File: src/rtl/shp_pkg.sv
// Shared types and constants for the 3x3 sharpen stream block.
package shp_pkg;

  localparam int SHP_MAX_WIDTH = 4096;   // default line store depth
  localparam int PIX_W         = 8;
  localparam int COORD_W       = 12;
  localparam int DIM_W         = 13;
  localparam int DIM_LIMIT     = 4096;   // largest frame side the counters cover

  localparam logic [DIM_W-1:0] WIDTH_RESET  = DIM_W'(640);
  localparam logic [DIM_W-1:0] HEIGHT_RESET = DIM_W'(480);
  localparam logic [DIM_W-1:0] DIM_MIN      = DIM_W'(3);

  typedef logic [PIX_W-1:0] pix_t;

  // One window column: top is the oldest row, bot the arriving row.
  typedef struct packed {
    pix_t top;
    pix_t mid;
    pix_t bot;
  } pix_col_t;

  // One line store word: both stored rows at one column.
  typedef struct packed {
    pix_t line1;   // previous row
    pix_t line0;   // row before that
  } line_pair_t;

  typedef enum logic [0:0] {
    REG_IMAGE_WIDTH  = 1'b0,
    REG_IMAGE_HEIGHT = 1'b1
  } reg_idx_t;

endpackage

File: src/rtl/shp_win_cell.sv
// One column cell of the 3x3 window shift chain.
module shp_win_cell
  import shp_pkg::*;
(
  input  logic     clk,
  input  logic     rst,
  input  logic     shift,
  input  pix_col_t din,
  output pix_col_t dout
);

  // advance one column per pixel, hold otherwise
  always_ff @(posedge clk) begin
    if (rst) begin
      dout <= '0;
    end else if (shift) begin
      dout <= din;
    end
  end

endmodule

File: config.mk
export PLATFORM = sky130hd
export DESIGN_NAME = shp_win_cell
export DESIGN_NICKNAME = d
export VERILOG_FILES = /design/src/rtl/shp_pkg.sv /design/src/rtl/shp_win_cell.sv
export SDC_FILE = /design/constraint.sdc
export NUM_CORES = 1
export LEC_CHECK = 0
export ABC_AREA = 1
export BUFFER_PORTS_ARGS = -buffer_cell sky130_fd_sc_hd__buf_4
export CORE_UTILIZATION = 40
export CTS_CLUSTER_SIZE = 12
export DETAILED_ROUTE_END_ITERATION = 8
export PLACE_DENSITY = 0.79
export SLEW_MARGIN = 20
export SYNTH_ARGS = -nofsm -noshare
export SYNTH_HDL_FRONTEND = slang
export SYNTH_SLANG_ARGS = --single-unit
File: constraint.sdc
create_clock -name clk -period 0.8 [get_ports clk]
set_input_delay 0.04 -clock clk [delete_from_list [all_inputs] [get_ports clk]]
set_output_delay 0.04 -clock clk [all_outputs]
set_load 0.02 [all_outputs]
**Word-level counts from Yosys, hierarchy flattened**

Cells that the tools add are included.

- Flip-flop bits (word level): 24
- Latch bits: 0
- Memory bits (writable): 0
- Memory bits (read-only): 0
- Input bits: 27
- Output and inout port bits: 24
- Logic and storage cells: 3
- Memories: 0

- $add $sub $neg: 0
- Multiply operators: 0
- Divide/modulo/power cells: 0
- $lt $le $gt $ge: 0
- Eq/ne operators: 0
- Shifts and indexed selects: 0
- Mux-type cells: 0
- Bitwise gates (word level): 0
- Reduce and logical (&&, ||, !) cells: 0

**Logic depth before layout (Yosys ltp)**

Gate-level depths: netlist of the first run.

- Depth after elaboration: 0
- Depth in mapped cells: 4
- Depth with buffers taken out: 4

**Worst setup path before layout of the first run**

No wires, ideal clock.

- Path type: register to register
- Start: register, netlist name dout[21]
- End: register dout[21] (netlist bit)
- Setup time: 0.064 ns
- Arrival time: 0.569 ns
- Required time: 0.736 ns
- Path slack: 0.168 ns
- Stages on the path, launching flop included: 3
- Buffers on the path: 0
- Period minus slack after synthesis: 0.632 ns
- Cell sequence: dfxtp_1 -> nor2_1 -> nor2_1

RTL lines:

| item | RTL line | RTL |
|---|---|---|
| end signal: assignment | shp_win_cell.sv:17 | `dout <= din;` |
| end: declaration | shp_win_cell.sv:9 | `output pix_col_t dout` |

**Final worst setup path of the first run**

- Start: register dout[8] (netlist bit)
- End: output dout[8] (netlist bit)

No word-level cell between the ends.

==> impl_results.md, run 1 <==
* Status: complete, but fails checks
* Inserted Clock Buffers at 3
* Sequential share of power at a little over half
* Port-buffer cells at 50
* Final min period at 0.831 ns
* CP max FO at 2
* Die width at 51.6 microns
* Compound-Gate Fraction of Synth Area at 0%
* Synth Instances at 152
* Sink Count at 24
* Critical path required time at 0.76 ns
* Setup-failing EPs final at 24
* Biggest regs: dout (24)
* Share of layout cells above drive strength 1 at 40.7%
* Reg2Reg Setup Slack at 0.10 ns
* Initial antenna violation count at 0
* FF+latch count, synth at 24
* Final worst slack at -0.0312 ns
* Net switching power of the design at 689 uW
* WP buf/inv at 1
* Area Overhead vs Synth at 57.6%
* Logic pwr share at roughly a quarter
* Latest clock arrival within the worst-skew pair at 0.30 ns
* Critical path class: register to output pin
* Worst Path Arrival at 0.79 ns
* Synth warnings at 0
* FF-to-FF path depth at 3
* Drt wl/cell at 8.91 microns
* ANT nets after route at 0
* Post-synthesis mux area share at 0%
* Largest family of logic cells by synthesized area: simple AND/OR/NAND/NOR gates
* CTS tree: built
* Clock power share at 23.9%
* Largest delay contributor family on the critical path: flip-flops
* Simple-gate area share of the yosys netlist at 36.6%
* Syn_nets at 179
* Worst rel slew slack at between 70% and 80%
* Final net count at 232
* Final total power at 2590 uW
* Overflow after GRT at 0
* Placer Congestion at a little over 0.7
* Worst-margin pin slew at 0.427 ns
* Max reg flops at 24
* Post-synth top area cell: dfxtp_1
* WHS Path Cells at 5
* # DRC at 0
* Area contributors post-synth: dfxtp_1, nand2_1, nor2_1
* CTS H-Tree Depth at 1
* Reg2reg end: dout[12]
* Pin count of the biggest net entering global routing at 49
* Synth top area share at approximately half
* Core area at 2280 sq um
* Die area at 2660 sq um
* Maximum capacitance violations at 0
* Pins Over Slew Limit at 0
* FMAX at 1.20 GHz
* ANT cells at 0
* Row count at 17
* Via count at 982
* Worst-case clock buffer depth at 2
* Synth Cell Area at just under 1000 sq um
* Switching part of the total at about a quarter
* Clock-pin slew on the worst setup and hold paths at roughly 0.13 ns
* CP startpoint kind: register
* Most frequent cells in the layout: nor2_1, nand2_1, buf_4, inv_1
* RR Startpoint: dout[12]
* DP Wirelength at between 1000 and 1500 microns
* Critical path cell sequence: buf_6
* CP max-delay cell: dfxtp_2
* Vias in the first global route at 768
* Adder-cell area share of the yosys netlist at 0%
* Tot GR Track Use at 16.0%
* Failing checks: setup timing
* Beginning of the worst hold path: din[7]
* Internal Power at ~1900 uW
* RSZ-0062 raised after global routing: yes
* Worst Setup End Kind: output pin
* Seq/Total Area, Yosys at approximately half
* Root Driver: clkbuf_4
* Final hold vios at 0
* Maximum VDD drop at 0.996 mV
* Overall routed net length at just over 2000 microns
* Post-synthesis cell type count at 7
* Final Skew at 0 ns
* Hold WS at approximately 0.014 ns
* Initial Util at 43.3%
* Synth Area in XOR/XNOR at 0%
* Routed vias/inst at 4.23
* Max stage delay on crit path at 0.37 ns
* Worst Hold Class: input port to register
* First drt pass iteration count at 2
* Part of the cycle the worst path needs at 104%
* Avg Cell Area, Syn at 6.48 sq um
* Min-Delay Endpoint: dout[7]
* Drt initial violations at 7
* Power Density at 1670 nW/um^2
* Die height at 51.6 microns
* # IOs at 51
* Leakage power at 0.000885 uW
* First-pass GRT wire length at between 3000 and 4000 microns
* Largest Register: dout
==> worst max path at each step <==
stage	from	end	slack (ns)	depth (start not counted)
finish	dout[8]	dout[8]	-0.03	1
floorplan	dout[21]	dout[21]	0.17	2
detailed placement	shift	dout[11]	0.03	4
global placement	shift	dout[3]	0.09	4
CTS	dout[9]	dout[9]	-0.03	1
global route	dout[8]	dout[8]	-0.07	1
==> power groups by stage <==
stage	Sequential [uW]	Combinational [uW]	Clock, uW
global placement	1350	533	0
CTS	1350	608	639
global route	1370	673	679
floorplan	1450	198	0
finish	1350	614	619
detailed placement	1350	548	0
==> logic make-up (layout without fill, tap and decap cells) <==
kind of cell,Yosys count,count (layout)
buf+inv,32,84
simple gates,96,96
flops,24,24
==> cells in the mapped netlist <==
cell      n
nand2_1  48
nor2_1   48
buf_6     2
buf_2     4
dfxtp_1  24
inv_1    25
buf_4     1
==> stage by stage <==
step	setup slack, ns	instance area, sq um	cells	utilization (%)	setup TNS, ns
floorplan	0.168	985	152	-	0
global placement	0.0874	1370	224	60.0	0
detailed placement	0.0349	1370	224	60.0	0
CTS	-0.0317	1540	230	67.5	-0.566
global route	-0.0667	1550	232	68.2	-1.16
finish	-0.0312	1550	232	68.2	-0.303
==> routing by layer <==
metal	wire, microns	GRT usage (%)	vias to the layer above	part of all wire, %
li1	-	-	531	-
met1	894	20.1	413	43
met2	988	25.8	36	48
met3	171	4.09	2	8.3
met4	12	6.76	0	0.58
met5	0	0	-	0
==> layout make-up <==
cell class	instances	area, sq um
Clock buffer	4	36.3
Fill cell	189	724
Inverter	25	93.8
Multi-Input combinational cell	96	360
Sequential cell	24	510
Tap cell	28	35.0
Timing Repair Buffer	55	515
==> timing repair <==
action	CTS	global route
gates resized for setup	48	0
hold buffers	0	0
buffers inserted	2	2
gates cloned	0	0
setup endpoints to repair	24	24
hold endpoints to repair	0	0
(Power assumes the default switching activity.)
==> run 2: changes to the inputs <==
CORE_UTILIZATION = 47   (was 40)
MAX_ROUTING_LAYER = met4   (was unset)
PLACE_DENSITY = 0.9   (was 0.79)
==> impl_results.md, run 2 (synthesis results as in run 1) <==
* Status: complete, but fails checks
* Failing checks: setup timing
* First drt pass iteration count at 4
* Clock-pin slew on the worst setup and hold paths at between 0.1 and 0.15 ns
* Worst rel slew slack at 71.6%
* Drt initial violations at 30
* CP startpoint kind: register
* Post-route core utilization at between 80% and 90%
* Routed vias/inst at 4.47
* Worst-margin pin slew at 0.426 ns
* Share of layout cells above drive strength 1 at around 40%
* Setup_tns at -0.941 ns
* Root Driver: clkbuf_4
* Via count at around 1.1k
* Port-buffer cells at 50
* First-pass GRT wire length at 4140 microns
* Final min period at 0.856 ns
* WP buf/inv at 1
* FMAX at 1.17 GHz
* Area Overhead vs Synth at 68.7%
* RSZ-0062 raised after global routing: yes
* Initial antenna violation count at 0
* Most frequent cells in the layout: nor2_1, nand2_1, buf_4, inv_1
* # IOs at 51
* Max reg flops at 24
* Largest delay contributor family on the critical path: flip-flops
* Critical path class: register to output pin
* ANT cells at 0
* CP max FO at 2
* Vias in the first global route at 1023
* Placer Congestion at 0.694
* Sink Count at 24
* Setup-failing EPs final at 24
* Die width at around 48 microns
* Tot GR Track Use at between 20 and 30%
* DP Wirelength at 1560 microns
* Final net count at 242
* Overall routed net length at 2960 microns
* Worst Path Arrival at 0.82 ns
* CP max-delay cell: dfxtp_2
* Inserted Clock Buffers at 3
* Part of the cycle the worst path needs at 107%
* Core area at 1960 sq um
* Final hold vios at 0
* CTS H-Tree Depth at 1
* Final worst slack at -0.0558 ns
* Non-filler instance count after layout at 241
* Hold WS at 0.00805 ns
* Largest Register: dout
* Critical path cell sequence: buf_6
* Drt wl/cell at 12.3 microns
* Maximum capacitance violations at 0
* ANT nets after route at 0
* Worst-case clock buffer depth at 2
* Pins Over Slew Limit at 0
* CTS tree: built
* Die height at 47.8 microns
* Leakage power at just over 0.0009 uW
* Critical path required time at between 0.7 and 0.8 ns
* Worst Hold Class: input port to register
* Power Density at ~1800 nW/um^2
* Row count at 16
* Final total power at 2930 uW
* Biggest regs: dout (24)
* Final Skew at 0 ns
* Overflow after GRT at 0
* Die area at 2280 sq um
* Maximum VDD drop at 1.37 mV
* Max stage delay on crit path at 0.38 ns
* Latest clock arrival within the worst-skew pair at around 0.33 ns
* Pin count of the biggest net entering global routing at 49
* Initial Util at 50.2%
* # DRC at 0
* Filler cell count at 111
* Inst Count DP at 223
* Worst Setup End Kind: output pin
==> run 2: repair_timing <==
item                                    in CTS  in global routing
endpoints found under the setup margin      24                 24
resized for setup                           48                  0
hold buffers                                 8                  0
hold endpoints to repair                     8                  0
setup buffers                                3                  3
==> run 2: area by class of cell <==
cell class	instances	area, sq um	area share, %
flip-flops and latches	24	510	30.7
clock buffers	3	22.5	1.36
well taps	27	33.8	2.03
clock inverters	1	30.0	1.81
inverters	25	93.8	5.65
repair buffers	65	611	36.7
multi-input cells	96	360	21.7
==> run 2: report_power, final <==
| part | total (uW) | switching (uW) | leakage, uW | internal [uW] |
|---|---|---|---|---|
| sequential | 1360 | 62.1 | 0.000206 | 1300 |
| clock | 891 | 384 | 0.0000279 | 507 |
| combinational | 681 | 323 | 0.000701 | 359 |
==> run 2: per-layer routing <==
metal	vias up	GRT usage, %	routed length [microns]
met3	4	5.66	92
met4	0	13.9	43
met5	-	-	0
met1	492	29.0	1170
met2	32	48.9	1650
li1	550	-	-
==> run 2: final timing paths <==
kind	from	end	slack, ns	depth (start not counted)
worst min-delay path	din[2]	dout[2]	0.008	5
worst max register to register	dout[21]	dout[21]	0.05	3
worst min register to register	dout[2]	dout[2]	0.49	2
worst max-delay path	dout[21]	dout[21]	-0.06	1
==> run 2: metrics by stage <==
stage          worst slack [ns]  cell area, sq um
2_1_floorplan             0.168               985
3_3_place_gp              0.101              1360
3_5_place_dp             0.0514              1360
4_1_cts                 -0.0461              1640
5_1_grt                 -0.0822              1660
6_report                -0.0558              1660
==> run 3: changes to the inputs <==
CORE_UTILIZATION = 43   (was 47)
PLACE_DENSITY = 0.84   (was 0.9)
clock period = 0.85 ns   (was 0.8 ns; I/O delays follow)
==> impl_results.md, run 3 (synthesis results as in run 1) <==
* Status: finished, final reports clean
* Hold WS at around 0.015 ns
* Vias in the first global route at a little under 800
* Pins Over Slew Limit at 0
* Final net count at around 230
* Net switching power of the design at 630 uW
* ANT cells at 0
* Inserted Clock Buffers at 3
* Share of layout cells above drive strength 1 at between 30 and 40%
* Pin count of the biggest net entering global routing at a little under 50
* Drt wl/cell at between 9 and 10 microns
* Tot GR Track Use at between 10% and 20%
* Post-cts hold buffer count at 0
* Initial Util at 47.8%
* Drt initial violations at 12
* Setup-failing EPs final at 0
* # DRC at 0
* Logic pwr share at 24.4%
* Die width at 49.9 microns
* CP max-delay cell: dfxtp_2
* CP max FO at 2
* Internal Power at 1680 uW
* Final hold vios at 0
* Worst-margin pin slew at 0.428 ns
* Power Density at 1530 nW/um^2
* Sequential share of power at 55.3%
* Final Skew at 0 ns
* Row count at 16
* Reg2Reg Setup Slack at 0.16 ns
* Core area at roughly 2100 sq um
* Post-route core utilization at 73.4%
* Worst Path Arrival at a little under 0.8 ns
* Die area at 2490 sq um
* First drt pass iteration count at 4
* Final total power at about 2300 uW
* Overall routed net length at roughly 2100 microns
* Sink Count at 24
* Worst-case clock buffer depth at 2
* Latest clock arrival within the worst-skew pair at 0.30 ns
* FMAX at about 1.2 GHz
* Placer Congestion at about 0.7
* CTS H-Tree Depth at 1
* WP buf/inv at 1
* Biggest regs: dout (24)
* Critical path class: register to output pin
* Most frequent cells in the layout: nor2_1, nand2_1, buf_4, inv_1
* First-pass GRT wire length at 3190 microns
* Max stage delay on crit path at 0.36 ns
* Initial antenna violation count at 0
* Area of the multi-input gates at 360 sq um
* Overflow after GRT at 0
* ANT nets after route at 0
* Worst Hold Class: input port to register
* Final min period at 0.823 ns
* Filler cell count at 180
* Inst Count DP at 223
* Largest Register: dout
* Sequential Area at between 500 and 600 sq um
* Worst rel slew slack at 71.5%
* Critical path cell sequence: buf_6
* Switching part of the total at 27.3%
* Largest delay contributor family on the critical path: flip-flops
* Critical path required time at 0.81 ns
* Non-filler instance count after layout at 227
* Maximum VDD drop at 1.05 mV
* CTS tree: built
* Clock power share at 20.4%
* Clock-pin slew on the worst setup and hold paths at 0.12 ns
* Via count at 962
* # IOs at 51
* RSZ-0062 raised after global routing: yes
* Leakage power at 0.000862 uW
* Die height at between 40 and 50 microns
* Port-buffer cells at 50
* Part of the cycle the worst path needs at just under 100%
* CP startpoint kind: register
* Routed vias/inst at 4.24
* Worst Setup End Kind: output pin
* Area Overhead vs Synth at 53.7%
* Maximum capacitance violations at 0
* Root Driver: clkbuf_4
* Max reg flops at 24
* DP Wirelength at approximately 1400 microns
run 3: cell types whose count changed in the layout (fill, tap and decap cells not counted):
cell           before  now
bufinv_16           1    0
dlygate4sd3_1       8    0
buf_4              32   27
run 3: metal layers:
metal | GRT usage (%) | vias up | wire [microns]
li1 | - | 522 | -
met1 | 22.0 | 406 | 928
met2 | 27.3 | 34 | 1050
met3 | 2.78 | 0 | 117
met4 | 7.14 | 0 | 0
met5 | - | - | 0
run 3: cell type report:
type	count	share of cell area (%)
clock buffers	3	1.49
inverters	25	6.20
multi-input cells	96	23.8
flip-flops and latches	24	33.7
well taps	27	2.23
repair buffers	52	32.6
run 3: metrics by stage:
step	worst slack, ns	cell area (sq um)	TNS (ns)
finish	0.0274	1510	0
global route	-0.0122	1510	-0.0154
floorplan	0.218	985	0
CTS	0.000772	1410	0
global placement	0.141	1360	0
detailed placement	0.0926	1360	0
run 3: timing repair:
item / 4_1_cts / 5_1_grt
resized for setup: 18 / 30
buffers inserted: 0 / 1
endpoints found under the setup margin: 16 / 24
pin swaps: 0 / 0
run 3: path summary, 6_finish.rpt:
check | endpoint | cells past startpoint | start
setup / recovery | dout[2] | 1 | dout[2]
hold reg to reg | dout[3] | 2 | dout[3]
setup reg to reg | dout[7] | 3 | dout[7]
hold / removal | dout[18] | 5 | din[18]
run 3: power by group through the flow:
stage / clock network (uW) / registers, uW / logic, uW
2_1_floorplan: 0 / 1360 / 186
3_3_place_gp: 0 / 1270 / 500
3_5_place_dp: 0 / 1270 / 511
4_1_cts: 489 / 1260 / 517
5_1_grt: 521 / 1290 / 615
6_report: 470 / 1280 / 563
